--- config.mk ---
export PLATFORM = sky130hd
export DESIGN_NAME = tassg_cmdq
export DESIGN_NICKNAME = d
export VERILOG_FILES = /design/src/tassg_pkg.sv /design/src/tassg_cmdq.sv
export SDC_FILE = /design/constraint.sdc
export NUM_CORES = 1
export LEC_CHECK = 0
export BUFFER_PORTS_ARGS = -buffer_cell sky130_fd_sc_hd__clkbuf_2
export CAP_MARGIN = 30
export CORE_UTILIZATION = 40
export DETAILED_ROUTE_END_ITERATION = 8
export PLACE_DENSITY = 0.62
export SKIP_CTS_REPAIR_TIMING = 1
export SYNTH_ARGS = -nofsm -noshare
export SYNTH_HDL_FRONTEND = slang
export SYNTH_SLANG_ARGS = --single-unit
--- constraint.sdc ---
create_clock -name clk_i -period 14.9 [get_ports clk_i]
set_clock_uncertainty 0.2 [all_clocks]
set_input_delay 0.745 -clock clk_i [delete_from_list [all_inputs] [get_ports clk_i]]
set_output_delay 0.745 -clock clk_i [all_outputs]
set_load 0.01 [all_outputs]
--- src/tassg_pkg.sv ---
// Shared constants, codes and types of the three-axis segment step generator.
package tassg_pkg;

  localparam int QUEUE_DEPTH = 16;
  localparam int IDX_W       = $clog2(QUEUE_DEPTH);
  localparam int CNT_W       = $clog2(QUEUE_DEPTH + 1);

  localparam int AXES    = 3;
  localparam int DELTA_W = 32;
  localparam int DUR_W   = 32;
  localparam int POS_W   = 48;
  localparam int TICKS_W = 29;
  localparam int ACC_W   = 33;
  localparam int MAG_W   = 32;
  localparam int LEVEL_W = 5;
  localparam int MODE_W  = 2;
  localparam int FUNC_W  = 2;

  // divide by 10 us: x / 10 == (x * 0xCCCCCCCD) >> 35 for any 32-bit x
  localparam logic [DUR_W-1:0] RECIP_TEN   = 32'hCCCC_CCCD;
  localparam int               RECIP_SHIFT = 35;
  localparam int               PROD_W      = 2 * DUR_W;

  localparam logic [FUNC_W-1:0] FUNC_TICK = 2'd0;
  localparam logic [FUNC_W-1:0] FUNC_PUSH = 2'd1;
  localparam logic [FUNC_W-1:0] FUNC_MODE = 2'd2;
  localparam logic [FUNC_W-1:0] FUNC_POS  = 2'd3;

  localparam logic [MODE_W-1:0] MODE_DISARMED = 2'd0;
  localparam logic [MODE_W-1:0] MODE_ARMED    = 2'd1;
  localparam logic [MODE_W-1:0] MODE_RUNNING  = 2'd2;
  localparam logic [MODE_W-1:0] MODE_FAULT    = 2'd3;

  localparam logic [POS_W-1:0] POS_MAX = {1'b0, {(POS_W-1){1'b1}}};
  localparam logic [POS_W-1:0] POS_MIN = {1'b1, {(POS_W-1){1'b0}}};
  localparam logic [ACC_W-1:0] ACC_MAX = {ACC_W{1'b1}};

  typedef enum logic [2:0] {
    CMD_TICK,
    CMD_FAULT,
    CMD_PUSH,
    CMD_MODE,
    CMD_POS
  } cmd_kind_e;

  typedef struct packed {
    cmd_kind_e                         kind;
    logic [AXES-1:0][DELTA_W-1:0]      delta;
    logic [DUR_W-1:0]                  dur;
    logic [MODE_W-1:0]                 new_mode;
    logic [AXES-1:0][POS_W-1:0]        set_pos;
  } cmd_t;

  typedef struct packed {
    logic [DUR_W-1:0]                  dur;
    logic [AXES-1:0][DELTA_W-1:0]      delta;
  } seg_t;

endpackage

--- src/tassg_cmdq.sv ---
// Two-entry command queue between the front end and the execution back end.
module tassg_cmdq import tassg_pkg::*; (
  input  logic clk_i,
  input  logic rst_ni,
  input  logic push_i,
  input  cmd_t cmd_i,
  output logic full_o,
  input  logic pop_i,
  output logic valid_o,
  output cmd_t cmd_o
);

  cmd_t       entry_q [2];
  logic       wr_ptr_q, wr_ptr_d;
  logic       rd_ptr_q, rd_ptr_d;
  logic [1:0] cnt_q, cnt_d;

  assign full_o  = (cnt_q == 2'd2);
  assign valid_o = (cnt_q != 2'd0);
  assign cmd_o   = entry_q[rd_ptr_q];

  always_comb begin
    wr_ptr_d = push_i ? !wr_ptr_q : wr_ptr_q;
    rd_ptr_d = pop_i  ? !rd_ptr_q : rd_ptr_q;
    cnt_d    = cnt_q;
    case ({push_i, pop_i})
      2'b10:   cnt_d = cnt_q + 2'd1;
      2'b01:   cnt_d = cnt_q - 2'd1;
      default: cnt_d = cnt_q;
    endcase
  end

  always_ff @(posedge clk_i or negedge rst_ni) begin
    if (!rst_ni) begin
      wr_ptr_q <= 1'b0;
      rd_ptr_q <= 1'b0;
      cnt_q    <= 2'd0;
    end else begin
      wr_ptr_q <= wr_ptr_d;
      rd_ptr_q <= rd_ptr_d;
      cnt_q    <= cnt_d;
    end
  end

  always_ff @(posedge clk_i) begin
    if (push_i) begin
      entry_q[wr_ptr_q] <= cmd_i;
    end
  end

endmodule

==> metrics <==
status completed; clock power share 26.4%; first-pass GRT wire length 63800 um; crit-path cells buf_4 > buf_12 > mux2_4 > clkbuf_2; routability-driven placement congestion ratio 0.755; Tmin final 4730 ps; Finished Layout Cells 2214; Vias 10400; gr ovfl total 0; PwrDens 193 nW/um^2; DR iter-0 viols 447; Internal 0.00363 W; Worst Tran Pin Value 1190 ps; Yosys reg bits 558; Max Cap Viol 0; cell type with the largest total area after synthesis edfxtp_1; CP max FO 130; final setup fails 0; vias in the first global route 10700; global-route usage over all layers 16.0%; crit path launch type register; Starting Density 40.7%; top cell type's share of synthesized area 79.2%; fin worst setup slack 10170 ps; CTS buffer count 57; post-DR vias/cell 4.69; maximum resistive drop on vdd 0.000165 V; clk root buf clkbuf_16; CTS clk-pin slew, worst paths 60 ps; Slew Limit Headroom 20.8%; Final period util 31.7%; slowest CP cell dfrtp_4; initial antenna violation count 8; combinational group share of total power 31.1%; Cell variety after synth 14; Core Box Area 51600 um^2; Placement Setup Slack 10800 ps; Hold Vio Cnt, Final 0; Cells after Synth 878; synth warn 0; detailed placement HPWL 31000 um; Worst R2R Setup Slack 11800 ps; Max Clock Freq 212 MHz; top cells by area, synth edfxtp_1, mux2_4, mux2_2, buf_6, dfrtp_1; footprint of the multi-input gates 3970 um^2; switch share 28.8%; Worst EP required 13950 ps; Post-Syn Area 21000 um^2; Seq pwr share 42.6%; sequential fraction of the synthesis area 79.6%; Hold Crit Class input pin to register; Max clock buf depth 3; Post-route DRC 0; DRT Pass-1 Iters 4; placed insts 2101; RSZ-0062 raised after global routing no; critical path class register to output port; die area 53500 um^2; largest net degree at the start of global routing 131; Avg WL per Cell 20.1 um; total negative setup slack 0 ps; Post-Syn Nets 1160; Die Ht 231 um; sequential cell area 16700 um^2; Area Overhead vs Synth 25.5%; IO Pins 560; placed cell area 24600 um^2; clk_lat worst skew 580 ps; port bufs 559; fill count 4229; Critical Path End Type output port; post-layout instance area 26400 um^2; Cell Rows 83; H-tree levels 2; clock sink count 558; layout cells sized above 1 60.9%; crit path DAT 3780 ps; Max stage delay on crit path 860 ps; post-detailed-route count of antenna-violating nets 0; CTS tree done; NetSw 0.00147 W; Slew Limit Fails 0; die width 231 um; Nets 1764; final wirelength 44400 um; Leakage Power 10.5 nW; synthesized area per cell 23.9 um^2
final cells by class:
class / count / area share (%)
diodes: 3 / 0.0285
clock buffers: 79 / 5.88
clock inverters: 29 / 0.839
inverters: 1 / 0.0142
multi-input cells: 288 / 15.0
flip-flops and latches: 558 / 63.5
well taps: 680 / 3.23
repair buffers: 576 / 11.5
per-layer routing:
layer  vias to the layer above  track usage (%)  routed length (um)
met4                        12             4.80                1100
met5                         -                0                  77
met3                        85             7.31                4520
met2                       385             26.9               22000
li1                       4750                -                   -
met1                      5144             18.2               16800
power by group through the flow:
| stage | logic [W] | registers [W] | clock network [W] |
|---|---|---|---|
| floorplan | 0.00108 | 0.00229 | 0 |
| global placement | 0.00158 | 0.00220 | 0 |
| detailed placement | 0.00160 | 0.00221 | 0 |
| CTS | 0.00161 | 0.00218 | 0.00138 |
| global route | 0.00169 | 0.00220 | 0.00143 |
| finish | 0.00158 | 0.00217 | 0.00135 |
metrics by stage:
| step | utilization, % | total power [W] | hold slack, ps |
|---|---|---|---|
| after global placement | 47.4 | 0.00378 | 267 |
| after floorplan | - | 0.00337 | 248 |
| after detailed placement | 47.6 | 0.00381 | 277 |
| final | 51.1 | 0.00510 | 135 |
| after CTS | 51.0 | 0.00517 | -287 |
| after global routing | 51.1 | 0.00532 | 101 |
Yosys cell counts, drive strengths merged:
cell type and instances:
nor2 2, or2 1, edfxtp 554, xor2 3, inv 1, ha 1, nor2b 1, and2 1
dfrtp 4, xnor2 2, mux2 277, buf 31
cells in the final DEF (no fill, tap or decap), drive strengths merged:
master	instances
clkbuf	638
edfxtp	554
mux2	277
clkinv	23
buf	16
dfrtp	4
diode	3
xor2	3
bufinv	3
xnor2	2
clkinvlp	2
inv	2
nor2	2
or2	1
nor2b	1
and2	1
ha	1
dlygate4sd3	1
state kept, by name, indices dropped and copies added, names as in the netlist:
| name | cells |
|---|---|
| wr_ptr_q | 1 |
| cnt_q | 2 |
| entry_q | 554 |
| rd_ptr_q | 1 |
cells by family after synthesis:
group	count (synthesis)	share of synthesized area, %
muxes	277	18.4
and+or+nand+nor	5	0.125
DFF	558	79.6
xor gates and xnor gates	5	0.208
buffers and inverters	32	1.53
adders and majority gates	1	0.0595
path summary, 6_finish.rpt:
kind / startpoint / to / depth (start not counted)
hold / removal: cmd_i[147] / entry_q[1][147] / 1
min in group asynchronous: rst_ni / wr_ptr_q / 2
hold reg to reg: cnt_q[1] / cnt_q[1] / 1
setup reg to reg: wr_ptr_q / entry_q[0][192] / 5
max in group asynchronous: rst_ni / rd_ptr_q / 2
setup / recovery: rd_ptr_q / cmd_o[129] / 4
worst max-delay path: cells and delay by family (launching register included):
| family | cells | cell delay (ps) |
|---|---|---|
| mux | 1 | 360 |
| flops | 1 | 860 |
| buf+inv | 3 | 1540 |
Note: power is estimated with default switching activity, not from simulation.
